[config.mk]
export PLATFORM = sky130hd
export DESIGN_NAME = modbus_rtu_register_slave
export DESIGN_NICKNAME = d
export VERILOG_FILES = /design/src/rtl/core/mbrs_pkg.sv /design/src/rtl/core/mbrs_crc.sv /design/src/rtl/core/modbus_rtu_register_slave.sv
export SDC_FILE = /design/constraint.sdc
export NUM_CORES = 1
export LEC_CHECK = 0
export BUFFER_PORTS_ARGS = -buffer_cell sky130_fd_sc_hd__buf_2
export CAP_MARGIN = 20
export CORE_ASPECT_RATIO = 1.75
export CORE_MARGIN = 3
export CORE_UTILIZATION = 52
export CTS_CLUSTER_DIAMETER = 120
export DETAILED_ROUTE_END_ITERATION = 6
export GPL_ROUTABILITY_DRIVEN = 0
export PLACE_DENSITY = 0.8
export SKIP_CTS_REPAIR_TIMING = 1
export SLEW_MARGIN = 30
export SYNTH_ARGS = -nofsm -noshare
export SYNTH_HDL_FRONTEND = slang
export SYNTH_SLANG_ARGS = --single-unit
[constraint.sdc]
create_clock -name i_clk -period 8.2 [get_ports i_clk]
set_input_delay 0 -clock i_clk [delete_from_list [all_inputs] [get_ports i_clk]]
set_output_delay 0 -clock i_clk [all_outputs]
set_load 0.02 [all_outputs]
[src/rtl/core/mbrs_pkg.sv]
// Shared types and constants of the Modbus RTU holding register slave.
package mbrs_pkg;

    localparam logic [1:0] OP_RX_BYTE = 2'd0;
    localparam logic [1:0] OP_HOST_RD = 2'd1;
    localparam logic [1:0] OP_HOST_WR = 2'd2;

    localparam logic [7:0] FN_READ_REGS  = 8'h03;
    localparam logic [7:0] FN_WRITE_REGS = 8'h10;
    localparam logic [7:0] FN_EXC_FLAG   = 8'h80;

    localparam logic [7:0] EXC_ILLEGAL_FUNC  = 8'h01;
    localparam logic [7:0] EXC_ILLEGAL_ADDR  = 8'h02;
    localparam logic [7:0] EXC_ILLEGAL_VALUE = 8'h03;

    localparam logic [7:0]  BCAST_ADDR   = 8'h00;
    localparam logic [7:0]  SID_RESET    = 8'h01;
    localparam logic [15:0] CRC_INIT     = 16'hFFFF;
    localparam logic [15:0] CRC_POLY     = 16'hA001;
    localparam int          MIN_FRAME    = 8;
    localparam int          WR_DATA_OFS  = 7;
    localparam int          WR_OVERHEAD  = 9;
    localparam int          HDR_BYTES    = 7;
    localparam int          EXC_BYTES    = 3;
    localparam int          ECHO_BYTES   = 6;

    localparam logic KIND_TX   = 1'b0;
    localparam logic KIND_HOST = 1'b1;

    typedef enum logic [8:0] {
        S_IDLE  = 9'b000000001,
        S_CHECK = 9'b000000010,
        S_TX    = 9'b000000100,
        S_FETCH = 9'b000001000,
        S_HOUT  = 9'b000010000,
        S_WRA   = 9'b000100000,
        S_WRB   = 9'b001000000,
        S_WRC   = 9'b010000000,
        S_DONE  = 9'b100000000
    } t_state;

    typedef enum logic [1:0] {
        M_EXC  = 2'd0,
        M_ECHO = 2'd1,
        M_READ = 2'd2,
        M_HOST = 2'd3
    } t_mode;

    typedef struct packed {
        logic       init;
        logic       en;
        logic [7:0] data;
    } t_crc_ctl;

endpackage

[src/rtl/core/mbrs_crc.sv]
// CRC-16 accumulator shared by frame reception and reply transmission.
module mbrs_crc (
    input  logic              i_clk,
    input  logic              i_rst_n,
    input  mbrs_pkg::t_crc_ctl i_ctl,
    output logic [15:0]       o_crc
);

    logic [15:0] r_crc;
    logic [15:0] n_crc;

    always_comb begin
        n_crc = r_crc ^ {8'h00, i_ctl.data};
        for (int k = 0; k < 8; k++) begin
            if (n_crc[0]) begin
                n_crc = (n_crc >> 1) ^ mbrs_pkg::CRC_POLY;
            end else begin
                n_crc = n_crc >> 1;
            end
        end
    end

    always_ff @(posedge i_clk) begin
        if (!i_rst_n) begin
            r_crc <= mbrs_pkg::CRC_INIT;
        end else if (i_ctl.init) begin
            r_crc <= mbrs_pkg::CRC_INIT;
        end else if (i_ctl.en) begin
            r_crc <= n_crc;
        end
    end

    assign o_crc = r_crc;

endmodule

[src/rtl/core/modbus_rtu_register_slave.sv]
// Modbus RTU slave serving function 3 and 16 over a file of holding registers.
// Input channel (i_valid/o_ready) carries one word per received line byte, host
// register read or host register write; i_frame_end on a line byte closes the frame.
// Output channel (o_valid/i_ready) carries reply bytes in wire order, CRC low first,
// with o_last on the final byte, or one host read word with o_kind set.
// A host read passes through the fetch and host output states to its result.
// A closing byte starts frame handling: a check state, the write states WRA, WRB
// and WRC per written register for function 16, then the reply bytes with one
// register fetch per register read, then a closing state; the single CRC accumulator
// and the one port of the register file serialize these steps. o_ready is low until
// the frame is finished. The result register lets a word wait while the next one is
// taken; a stalled receiver holds the sequencer on the pending reply byte. Reset
// makes all holding registers read as zero, clears the frame state and sets the
// station address to 1. i_cfg_wr_en writes the station address; the user must
// write it only while the block is idle, as the block does not enforce this.
module modbus_rtu_register_slave #(
    parameter int FRAME_BYTES = 64,
    parameter int REG_COUNT   = 16
) (
    input  logic        i_clk,
    input  logic        i_rst_n,
    input  logic        i_cfg_wr_en,
    input  logic [7:0]  i_cfg_wr_data,
    input  logic        i_valid,
    output logic        o_ready,
    input  logic [1:0]  i_func,
    input  logic [7:0]  i_rx_byte,
    input  logic        i_frame_end,
    input  logic [3:0]  i_host_index,
    input  logic [15:0] i_host_value,
    output logic        o_valid,
    input  logic        i_ready,
    output logic        o_kind,
    output logic [7:0]  o_tx_byte,
    output logic        o_last,
    output logic [15:0] o_read_value
);

    localparam int BIW = $clog2(FRAME_BYTES);
    localparam int LW  = $clog2(FRAME_BYTES + 1);
    localparam int RIW = (REG_COUNT > 1) ? $clog2(REG_COUNT) : 1;
    localparam int CW  = $clog2(REG_COUNT + 1);
    localparam int PW  = $clog2(2 * REG_COUNT + 6);

    mbrs_pkg::t_state r_state;
    mbrs_pkg::t_mode  r_mode;

    logic [LW-1:0]  r_len;
    logic           r_ovf;
    logic [7:0]     r_sid;
    logic [7:0]     r_hdr [mbrs_pkg::HDR_BYTES];
    logic [7:0]     r_code;
    logic [PW-1:0]  r_pos;
    logic [PW-1:0]  r_n;
    logic [RIW-1:0] r_ridx;
    logic [15:0]    r_rdata;
    logic           r_rvld;
    logic           r_hoob;
    logic [BIW-1:0] r_bidx;
    logic [7:0]     r_bdata;
    logic [7:0]     r_hi;
    logic [CW-1:0]  r_k;
    logic [7:0]     r_buf [FRAME_BYTES];
    logic [15:0]    r_mem [REG_COUNT];
    logic           r_vld [REG_COUNT];

    logic           r_ovalid;
    logic           r_okind;
    logic [7:0]     r_otx;
    logic           r_olast;
    logic [15:0]    r_oval;

    mbrs_pkg::t_crc_ctl w_crc_ctl;
    logic [15:0]        w_crc;

    logic        w_accept;
    logic        w_slot_free;
    logic        w_store;
    logic [7:0]  w_hidx;
    logic        w_host_in;
    logic [7:0]  w_addr;
    logic [7:0]  w_fn;
    logic [15:0] w_start;
    logic [15:0] w_cnt;
    logic [7:0]  w_bc;
    logic        w_bcast;
    logic        w_frame_ok;
    logic        w_bad_start;
    logic        w_bad_cnt;
    logic        w_bc_bad;
    logic        w_read_ok;
    logic [15:0] w_rdata;
    logic [7:0]  w_txb;
    logic        w_tx_go;
    logic        w_tx_last;
    logic        w_fetch_next;
    logic        w_we;
    logic [RIW-1:0] w_waddr;
    logic [15:0] w_wdata;

    assign o_ready     = (r_state == mbrs_pkg::S_IDLE);
    assign w_accept    = i_valid && o_ready;
    assign w_slot_free = !r_ovalid || i_ready;
    assign w_store     = w_accept && (i_func == mbrs_pkg::OP_RX_BYTE) && !r_ovf
                         && (r_len != LW'(FRAME_BYTES));
    assign w_hidx      = {4'h0, i_host_index};
    assign w_host_in   = (w_hidx < 8'(REG_COUNT));

    assign w_addr      = r_hdr[0];
    assign w_fn        = r_hdr[1];
    assign w_start     = {r_hdr[2], r_hdr[3]};
    assign w_cnt       = {r_hdr[4], r_hdr[5]};
    assign w_bc        = r_hdr[6];
    assign w_bcast     = (w_addr == mbrs_pkg::BCAST_ADDR);
    assign w_frame_ok  = (r_len >= LW'(mbrs_pkg::MIN_FRAME)) && (r_len != LW'(FRAME_BYTES))
                         && ((w_addr == r_sid) || w_bcast) && (w_crc == 16'h0000);
    assign w_bad_start = (w_start >= 16'(REG_COUNT));
    assign w_bad_cnt   = (w_cnt == 16'h0000)
                         || (({1'b0, w_start} + {1'b0, w_cnt}) > 17'(REG_COUNT));
    assign w_bc_bad    = ((10'(w_bc) + 10'(mbrs_pkg::WR_OVERHEAD)) != 10'(r_len))
                         || (17'(w_bc) != {w_cnt, 1'b0});
    assign w_read_ok   = (w_fn == mbrs_pkg::FN_READ_REGS) && !w_bcast
                         && !w_bad_start && !w_bad_cnt;

    assign w_rdata   = (r_rvld && !r_hoob) ? r_rdata : 16'h0000;
    assign w_tx_go   = (r_state == mbrs_pkg::S_TX) && w_slot_free;
    assign w_tx_last = (r_pos == r_n + PW'(1));
    assign w_fetch_next = (r_mode == mbrs_pkg::M_READ) && !r_pos[0]
                          && (r_pos >= PW'(2)) && ((r_pos + PW'(1)) < r_n);

    always_comb begin
        if (r_pos == r_n) begin
            w_txb = w_crc[7:0];
        end else if (w_tx_last) begin
            w_txb = w_crc[15:8];
        end else begin
            case (r_mode)
                mbrs_pkg::M_EXC: begin
                    if (r_pos == PW'(0)) begin
                        w_txb = r_sid;
                    end else if (r_pos == PW'(1)) begin
                        w_txb = w_fn | mbrs_pkg::FN_EXC_FLAG;
                    end else begin
                        w_txb = r_code;
                    end
                end
                mbrs_pkg::M_ECHO: begin
                    w_txb = r_hdr[r_pos[2:0]];
                end
                mbrs_pkg::M_READ: begin
                    if (r_pos == PW'(0)) begin
                        w_txb = r_sid;
                    end else if (r_pos == PW'(1)) begin
                        w_txb = w_fn;
                    end else if (r_pos == PW'(2)) begin
                        w_txb = {r_hdr[5][6:0], 1'b0};
                    end else if (r_pos[0]) begin
                        w_txb = w_rdata[15:8];
                    end else begin
                        w_txb = w_rdata[7:0];
                    end
                end
                default: begin
                    w_txb = 8'h00;
                end
            endcase
        end
    end

    always_comb begin
        w_crc_ctl.init = (r_state == mbrs_pkg::S_CHECK) || (r_state == mbrs_pkg::S_DONE);
        w_crc_ctl.en   = w_store || (w_tx_go && (r_pos < r_n));
        w_crc_ctl.data = (r_state == mbrs_pkg::S_IDLE) ? i_rx_byte : w_txb;
    end

    mbrs_crc u_crc (
        .i_clk   (i_clk),
        .i_rst_n (i_rst_n),
        .i_ctl   (w_crc_ctl),
        .o_crc   (w_crc)
    );

    always_comb begin
        if (r_state == mbrs_pkg::S_WRC) begin
            w_we    = 1'b1;
            w_waddr = r_ridx;
            w_wdata = {r_hi, r_bdata};
        end else begin
            w_we    = w_accept && (i_func == mbrs_pkg::OP_HOST_WR) && w_host_in;
            w_waddr = w_hidx[RIW-1:0];
            w_wdata = i_host_value;
        end
    end

    always_ff @(posedge i_clk) begin
        if (w_we) begin
            r_mem[w_waddr] <= w_wdata;
        end
        if (r_state == mbrs_pkg::S_FETCH) begin
            r_rdata <= r_mem[r_ridx];
        end
    end

    always_ff @(posedge i_clk) begin
        if (!i_rst_n) begin
            for (int i = 0; i < REG_COUNT; i++) begin
                r_vld[i] <= 1'b0;
            end
        end else if (w_we) begin
            r_vld[w_waddr] <= 1'b1;
        end
    end

    always_ff @(posedge i_clk) begin
        if (r_state == mbrs_pkg::S_FETCH) begin
            r_rvld <= r_vld[r_ridx];
        end
    end

    always_ff @(posedge i_clk) begin
        if (w_store) begin
            r_buf[r_len[BIW-1:0]] <= i_rx_byte;
        end
        if ((r_state == mbrs_pkg::S_WRA) || (r_state == mbrs_pkg::S_WRB)) begin
            r_bdata <= r_buf[r_bidx];
        end
    end

    always_ff @(posedge i_clk) begin
        for (int i = 0; i < mbrs_pkg::HDR_BYTES; i++) begin
            if (w_store && (r_len == LW'(i))) begin
                r_hdr[i] <= i_rx_byte;
            end
        end
    end

    always_ff @(posedge i_clk) begin
        if (!i_rst_n) begin
            r_sid <= mbrs_pkg::SID_RESET;
        end else if (i_cfg_wr_en) begin
            r_sid <= i_cfg_wr_data;
        end
    end

    always_ff @(posedge i_clk) begin
        if (!i_rst_n) begin
            r_ovalid <= 1'b0;
        end else if (w_tx_go || ((r_state == mbrs_pkg::S_HOUT) && w_slot_free)) begin
            r_ovalid <= 1'b1;
        end else if (i_ready) begin
            r_ovalid <= 1'b0;
        end
    end

    always_ff @(posedge i_clk) begin
        if (w_tx_go) begin
            r_okind <= mbrs_pkg::KIND_TX;
            r_otx   <= w_txb;
            r_olast <= w_tx_last;
            r_oval  <= 16'h0000;
        end else if ((r_state == mbrs_pkg::S_HOUT) && w_slot_free) begin
            r_okind <= mbrs_pkg::KIND_HOST;
            r_otx   <= 8'h00;
            r_olast <= 1'b1;
            r_oval  <= w_rdata;
        end
    end

    always_ff @(posedge i_clk) begin
        if (!i_rst_n) begin
            r_state <= mbrs_pkg::S_IDLE;
            r_len   <= '0;
            r_ovf   <= 1'b0;
            r_mode  <= mbrs_pkg::M_EXC;
        end else begin
            case (r_state)
                mbrs_pkg::S_IDLE: begin
                    if (w_accept) begin
                        case (i_func)
                            mbrs_pkg::OP_RX_BYTE: begin
                                if (w_store) begin
                                    r_len <= r_len + LW'(1);
                                end else if (!r_ovf) begin
                                    r_ovf <= 1'b1;
                                end
                                if (i_frame_end) begin
                                    r_state <= mbrs_pkg::S_CHECK;
                                end
                            end
                            mbrs_pkg::OP_HOST_RD: begin
                                r_mode  <= mbrs_pkg::M_HOST;
                                r_ridx  <= w_hidx[RIW-1:0];
                                r_hoob  <= !w_host_in;
                                r_state <= mbrs_pkg::S_FETCH;
                            end
                            default: begin
                            end
                        endcase
                    end
                end
                mbrs_pkg::S_CHECK: begin
                    r_pos  <= '0;
                    r_hoob <= 1'b0;
                    r_mode <= w_read_ok ? mbrs_pkg::M_READ : mbrs_pkg::M_EXC;
                    r_n    <= w_read_ok ? (PW'(mbrs_pkg::EXC_BYTES)
                                           + PW'({w_cnt[CW-1:0], 1'b0}))
                                        : PW'(mbrs_pkg::EXC_BYTES);
                    if (!w_frame_ok) begin
                        r_state <= mbrs_pkg::S_DONE;
                    end else begin
                        case (w_fn)
                            mbrs_pkg::FN_READ_REGS: begin
                                if (w_bcast) begin
                                    r_state <= mbrs_pkg::S_DONE;
                                end else if (w_bad_start) begin
                                    r_code  <= mbrs_pkg::EXC_ILLEGAL_ADDR;
                                    r_state <= mbrs_pkg::S_TX;
                                end else if (w_bad_cnt) begin
                                    r_code  <= mbrs_pkg::EXC_ILLEGAL_VALUE;
                                    r_state <= mbrs_pkg::S_TX;
                                end else begin
                                    r_ridx  <= w_start[RIW-1:0];
                                    r_state <= mbrs_pkg::S_TX;
                                end
                            end
                            mbrs_pkg::FN_WRITE_REGS: begin
                                if (w_bc_bad) begin
                                    r_state <= mbrs_pkg::S_DONE;
                                end else if (w_bad_start) begin
                                    r_code  <= mbrs_pkg::EXC_ILLEGAL_ADDR;
                                    r_state <= w_bcast ? mbrs_pkg::S_DONE : mbrs_pkg::S_TX;
                                end else if (w_bad_cnt) begin
                                    r_code  <= mbrs_pkg::EXC_ILLEGAL_VALUE;
                                    r_state <= w_bcast ? mbrs_pkg::S_DONE : mbrs_pkg::S_TX;
                                end else begin
                                    r_ridx  <= w_start[RIW-1:0];
                                    r_k     <= w_cnt[CW-1:0];
                                    r_bidx  <= BIW'(mbrs_pkg::WR_DATA_OFS);
                                    r_state <= mbrs_pkg::S_WRA;
                                end
                            end
                            default: begin
                                r_code  <= mbrs_pkg::EXC_ILLEGAL_FUNC;
                                r_state <= w_bcast ? mbrs_pkg::S_DONE : mbrs_pkg::S_TX;
                            end
                        endcase
                    end
                end
                mbrs_pkg::S_TX: begin
                    if (w_slot_free) begin
                        r_pos <= r_pos + PW'(1);
                        if (w_tx_last) begin
                            r_state <= mbrs_pkg::S_DONE;
                        end else if (w_fetch_next) begin
                            r_state <= mbrs_pkg::S_FETCH;
                        end
                    end
                end
                mbrs_pkg::S_FETCH: begin
                    r_ridx  <= RIW'(r_ridx + RIW'(1));
                    r_state <= (r_mode == mbrs_pkg::M_HOST) ? mbrs_pkg::S_HOUT
                                                            : mbrs_pkg::S_TX;
                end
                mbrs_pkg::S_HOUT: begin
                    if (w_slot_free) begin
                        r_state <= mbrs_pkg::S_IDLE;
                    end
                end
                mbrs_pkg::S_WRA: begin
                    r_bidx  <= r_bidx + BIW'(1);
                    r_state <= mbrs_pkg::S_WRB;
                end
                mbrs_pkg::S_WRB: begin
                    r_hi    <= r_bdata;
                    r_bidx  <= r_bidx + BIW'(1);
                    r_state <= mbrs_pkg::S_WRC;
                end
                mbrs_pkg::S_WRC: begin
                    r_ridx <= RIW'(r_ridx + RIW'(1));
                    r_k    <= r_k - CW'(1);
                    if (r_k != CW'(1)) begin
                        r_state <= mbrs_pkg::S_WRA;
                    end else if (w_bcast) begin
                        r_state <= mbrs_pkg::S_DONE;
                    end else begin
                        r_mode  <= mbrs_pkg::M_ECHO;
                        r_n     <= PW'(mbrs_pkg::ECHO_BYTES);
                        r_state <= mbrs_pkg::S_TX;
                    end
                end
                mbrs_pkg::S_DONE: begin
                    r_len   <= '0;
                    r_ovf   <= 1'b0;
                    r_state <= mbrs_pkg::S_IDLE;
                end
                default: begin
                    r_state <= mbrs_pkg::S_IDLE;
                end
            endcase
        end
    end

    assign o_valid      = r_ovalid;
    assign o_kind       = r_okind;
    assign o_tx_byte    = r_otx;
    assign o_last       = r_olast;
    assign o_read_value = r_oval;

endmodule

==> results of run 1 <==
[metrics by stage]
step	worst slack, ns	hold slack (ns)	area (µm²)	cells
CTS	3.63	-0.463	45100	3492
global placement	3.80	0.238	42300	3341
global route	3.28	0.0346	45400	3521
finish	3.54	0.0125	45400	3523
detailed placement	3.63	0.243	42400	3344
floorplan	3.93	0.0989	40800	2322
[kinds of logic after synthesis]
logic type	after synthesis	synth area share, %
xor gates and xnor gates	67	1.55
DFF	981	70.3
muxes	309	15.6
adders and majority gates	45	1.40
and+or+nand+nor	575	6.64
AOI/OAI and AO/OA	196	3.07
buffers and inverters	149	1.41
[final timing paths]
path                    start          endpoint  slack [ns]  cells past startpoint
min reg2reg  o_read_value[12]  o_read_value[12]        0.45                      2
min                 i_func[0]             r_ovf        0.01                      5
max                  r_pos[0]    u_crc.o_crc[0]        3.54                     13
max reg2reg          r_pos[0]    u_crc.o_crc[0]        3.54                     13
[per-layer routing]
metal	global-route usage (%)	wire length [µm]	share of wire [%]	vias up
met5	0	35	0.034	-
met4	15.8	7750	7.6	4
met3	4.96	7440	7.3	377
met2	44.3	53700	53	1286
met1	27.3	32700	32	11400
li1	-	-	-	9466
[registers in the layout, summed over array words and instances (netlist names), 5 cells and up, named ones only]
register,count
r_pos,6
r_code,8
o_read_value,16
r_bdata,8
r_mem,256
r_hdr,56
r_rdata,16
r_n,6
r_hi,8
o_tx_byte,8
r_len,7
r_k,5
r_bidx,6
r_sid,8
r_vld,16
r_state,9
r_buf,512
u_crc.o_crc,16
[critical path, delay by kind of cell, from the launching register on]
family | cells | cell delay, ns
adders and majority gates | 1 | 0.36
xor gates and xnor gates | 3 | 1.05
DFF | 1 | 0.84
AOI/OAI and AO/OA | 4 | 0.73
and+or+nand+nor | 3 | 1.30
buffers and inverters | 2 | 0.29
[power groups by stage]
stage | clock [mW] | combinational, mW | sequential, mW
finish | 3.94 | 0.582 | 5.52
global route | 4.16 | 0.619 | 5.52
CTS | 3.98 | 0.560 | 5.52
detailed placement | 0 | 0.556 | 5.63
global placement | 0 | 0.529 | 5.63
floorplan | 0 | 0.376 | 5.61
[cell usage in the layout, fill, tap and decap left out, drive strengths merged, types with 6 or more instances in the layout]
| master | instances |
|---|---|
| mux4 | 261 |
| nor3b | 12 |
| nand4 | 9 |
| xnor2 | 38 |
| mux2i | 42 |
| nand2 | 151 |
| dfxtp | 80 |
| clkbuf | 100 |
| nor4 | 34 |
| bufinv | 7 |
| nand3 | 45 |
| or2 | 7 |
| xor2 | 27 |
| o211ai | 6 |
| ha | 44 |
| inv | 34 |
| edfxtp | 901 |
| dlygate4sd3 | 28 |
| or4 | 6 |
| nor2b | 18 |
| or3 | 7 |
| clkinv | 33 |
| and3 | 13 |
| a31oi | 8 |
| a211oi | 13 |
| mux2 | 6 |
| buf | 115 |
| nand2b | 13 |
| o21ai | 44 |
| and2 | 19 |
| a21oi | 64 |
| nor2 | 203 |
| nor3 | 25 |
[cell type report]
cell class / instances / area [µm²] / share of cell area, %
Sequential cell: 981 / 28700 / 63.1
Clock inverter: 48 / 484 / 1.07
Timing Repair Buffer: 143 / 1030 / 2.28
Clock buffer: 100 / 2190 / 4.83
Antenna cell: 2 / 5.00 / 0.0110
Tap cell: 1027 / 1280 / 2.83
Inverter: 30 / 113 / 0.248
Multi-Input combinational cell: 1192 / 11600 / 25.6
==> results.json, run 1 <==
{
  "nFillCells": 5384,
  "synth_cell_types": 86,
  "slew_violations": 0,
  "first_pass_iters": 7,
  "die_area_um2": 81900,
  "clock-root-buffer": "clkbuf_16",
  "leakage_nw": 14.7,
  "drcViolationCount": 0,
  "die_x_um": 218,
  "hold_viol": 0,
  "vias_per_cell": 6.40,
  "synth_area_um2": 40800,
  "coreArea_um2": 77500,
  "grt.total_usage_pct": 25.0,
  "antenna_found_initial": 5,
  "cpPeakStageDelay_ns": 0.84,
  "grt_pass1_vias": 22900,
  "hold_class": "primary input to flip-flop",
  "first_iter_violations": 2751,
  "critical_path.max_fanout": 18,
  "nets": 2520,
  "power_frac_seq_pct": 55.0,
  "clk_pin_slew_ns": 0.06,
  "tightest_slew_ns": 0.981,
  "worstSetupEndpointType": "flip-flop",
  "initial_core_util_pct": 52.6,
  "cts.path.max_buffers": 3,
  "yosysWarnings": 0,
  "wl_per_cell_um": 28.8,
  "combPwrFrac_pct": 5.8,
  "yosysTopAreaCellShare_pct": 66.4,
  "power_density_nw_per_um2": 221,
  "synth_common_cells": "901 x edfxtp_1, 261 x mux4_2, 203 x nor2_1, 149 x nand2_1, 86 x clkbuf_1",
  "clock_skew_ns": 0.0305,
  "switching_share_pct": 21.7,
  "avgSynthCellArea_um2": 17.6,
  "yosys.area.top_type": "edfxtp_1",
  "min_period_over_period_pct": 56.9,
  "vias": 22600,
  "crit_arrival_ns": 5.25,
  "portBuffers": 71,
  "layout-drive-gt1-share_pct": 21.5,
  "relSlewSlack_pct": 34.4,
  "start_kind": "flip-flop",
  "final_util_pct": 58.5,
  "netlist_top_cells_area": "edfxtp_1 66%, mux4_2 14%, dfxtp_1 3.9%",
  "synth_edf_count": 901,
  "boundaryPins": 72,
  "grt_pass1_wl_mm": 150,
  "synthFlopType": "edfxtp_1",
  "grt_max_degree": 75,
  "die_h_um": 376,
  "synth-seq-cells": 981,
  "numCtsBuffers": 83,
  "worstSetupPathType": "flip-flop to flip-flop",
  "fmax_mhz": 214,
  "crit_required_ns": 8.78,
  "power_mw": 10.0,
  "syn_inst": 2322,
  "yosysMostFrequentCell": "edfxtp_1",
  "cts_tree": "yes",
  "async_flop_share_pct": 0,
  "grt.overflow.total": 0,
  "setup_tns_ns": 0,
  "rows": 135,
  "grt_setup_unrepaired": "no",
  "ant_nets": 0,
  "synth_seq_area_share_pct": 70.3,
  "drt_wl_total_mm": 102,
  "clock_latency_ns": 0.68,
  "h-tree-depth": 3,
  "synth_nets": 2411,
  "clock_sink_count": 981,
  "pwr-share-clk_pct": 39.2,
  "syn2layout_area_growth_pct": 11.3,
  "ir_drop_mv": 0.180,
  "cpMaxStageDelayCell": "edfxtp_1",
  "path_cells": "inv_1, ha_1, inv_1, o211ai_1, or4b_4, nor2_1, nand2_1, o2111ai_1, o311a_1, xor2_1, xnor3_2, xnor3_1, o211ai_1",
  "status": "finished, final reports clean",
  "p_switching_mw": 2.18,
  "setup_viol": 0,
  "cap_violations": 0,
  "fin_crit_ns": 4.66,
  "p_int_mw": 7.86,
  "hpwl_mm": 65.1
}
(Power assumes the default switching activity.)
==> run 2, diff against run 1 <==
--- a/config.mk
+++ b/config.mk
@@ -13,7 +13,7 @@
 export CTS_CLUSTER_DIAMETER = 120
 export DETAILED_ROUTE_END_ITERATION = 6
 export GPL_ROUTABILITY_DRIVEN = 0
-export PLACE_DENSITY = 0.8
+export PLACE_DENSITY = 0.83
 export SKIP_CTS_REPAIR_TIMING = 1
 export SLEW_MARGIN = 30
 export SYNTH_ARGS = -nofsm -noshare
==> constraint.sdc (replaced) <==
create_clock -name i_clk -period 4.09 [get_ports i_clk]
set_input_delay 0 -clock i_clk [delete_from_list [all_inputs] [get_ports i_clk]]
set_output_delay 0 -clock i_clk [all_outputs]
set_load 0.02 [all_outputs]
==> run 2 against run 1 <==
Total power increased by 100%. Worst setup slack got worse by 3.4 ns. Wire length increased by 4.4%. Largest cell class unchanged.
==> results.json, run 2 (same netlist as run 1, synthesis figures left out) <==
{
  "final_cells": 3582,
  "antenna_found_initial": 6,
  "final_util_pct": 59.1,
  "slew_violations": 0,
  "rows": 135,
  "multiInputGateArea_um2": 11600,
  "pre_cts_ws_ns": 0.158,
  "boundaryPins": 72,
  "relSlewSlack_pct": 35.7,
  "drcViolationCount": 0,
  "grt.total_usage_pct": 26.1,
  "layout.area.seq_um2": 28700,
  "fmax_mhz": 255,
  "grt.overflow.total": 0,
  "h-tree-depth": 3,
  "crit_required_ns": 4.66,
  "initial_core_util_pct": 52.6,
  "syn2layout_area_growth_pct": 12.4,
  "critical_path.max_fanout": 6,
  "power_density_nw_per_um2": 438,
  "regToRegEndpoint": "u_crc.o_crc[0]",
  "vias": 23100,
  "die_h_um": 376,
  "portBuffers": 71,
  "grt_use_met1_pct": 28.6,
  "leakage_nw": 15.0,
  "ant_nets": 0,
  "wl_per_cell_um": 29.6,
  "fin_crit_ns": 3.92,
  "placed_area_um2": 42800,
  "clock-root-buffer": "clkbuf_16",
  "hold_viol": 0,
  "top_usage_layer": "met2",
  "cap_violations": 0,
  "first_iter_violations": 2703,
  "die_x_um": 218,
  "clock_skew_ns": 0.0327,
  "first_pass_iters": 6,
  "setup_viol": 0,
  "final_common_cell": "edfxtp_1",
  "mostFrequentLayoutCells": "901 x edfxtp_1, 261 x mux4_2, 201 x nor2_1",
  "r2r_start": "r_n[0]",
  "drt_wl_total_mm": 106,
  "cts_tree": "yes",
  "worstSetupPathType": "flip-flop to flip-flop",
  "layout-drive-gt1-share_pct": 22.7,
  "largest_reg_flops": 512,
  "hpwl_mm": 68.4,
  "ff2ff_path_depth": 12,
  "vias_per_cell": 6.45,
  "tightest_slew_ns": 0.961,
  "hold_class": "primary input to flip-flop",
  "clock_sink_count": 981,
  "grt_setup_unrepaired": "no",
  "nFillCells": 5294,
  "met2_usage_pct": 46.4,
  "nets": 2571,
  "power_mw": 20.1,
  "coreArea_um2": 77500,
  "setup_tns_ns": 0,
  "grt_max_degree": 73,
  "hold_start": "i_func[0]",
  "worstSetupEndpointType": "flip-flop",
  "numCtsBuffers": 83,
  "hold_end": "r_ovf",
  "clock_latency_ns": 0.66,
  "status": "finished, final reports clean",
  "finish.instance_area_um2": 45800,
  "grt_pass1_vias": 23800,
  "r2r_setup_slack_ns": 0.17,
  "ir_drop_mv": 0.367,
  "dp.cells": 3393,
  "hold_path_depth": 5,
  "holdWs_ns": 0.0147,
  "clk_pin_slew_ns": 0.07,
  "start_kind": "flip-flop",
  "setup_slack_ns": 0.167,
  "grt_use_met3_pct": 4.84,
  "grt_pass1_wl_mm": 157,
  "crit_arrival_ns": 4.49,
  "cts.path.max_buffers": 3,
  "die_area_um2": 81900,
  "min_period_over_period_pct": 95.9
}
[run 2: changes by cell type in the layout (fill, tap and decap cells not counted), sizes merged]
cell         delta
buf            +48
bufinv          -1
clkbuf          +4
clkinv          +1
clkinvlp        +1
diode           +2
dlygate4sd3     +3
inv             +1
[run 2: final cells by class]
type | count | area share (%)
flip-flops and latches | 981 | 62.6
inverters | 30 | 0.246
clock buffers | 104 | 4.86
diodes | 4 | 0.0219
repair buffers | 194 | 3.27
multi-input cells | 1192 | 25.3
clock inverters | 50 | 0.940
well taps | 1027 | 2.81
[run 2: worst max path at each step]
stage	start	end	slack [ns]
after CTS	r_n[0]	u_crc.o_crc[0]	0.13
final	r_n[0]	u_crc.o_crc[0]	0.17
after floorplan	r_pos[0]	u_crc.o_crc[0]	0.07
after global placement	r_n[0]	u_crc.o_crc[0]	0.23
after global routing	r_hdr[3][0]	r_ridx[0]	0.006
after detailed placement	r_n[0]	u_crc.o_crc[0]	0.16
[run 2: routing by layer]
metal  vias up  wire length, µm
met5         -               17
met4         2             8140
met3       389             8130
met2      1459            56200
met1     11700            33600
li1       9561                -
[run 2: power breakdown]
part / leakage [nW] / switching, mW / total (mW) / internal, mW
registers: 8.78 / 0.0797 / 11.1 / 11.0
logic: 4.93 / 0.698 / 1.19 / 0.491
clock network: 1.29 / 3.55 / 7.83 / 4.27
total: 15.0 / 4.33 / 20.1 / 15.7
[run 2: worst max-delay path, stage by stage (launching register included)]
cell and delay, ns:
edfxtp_1 0.45, ha_1 0.33, xnor2_1 0.14, o211ai_1 0.12, or4b_4 0.56, or2_4 0.30, mux2_4 0.33, a221o_1 0.33
nand2_2 0.12, xor2_2 0.18, xnor3_2 0.49, xnor3_1 0.34, o211ai_1 0.16
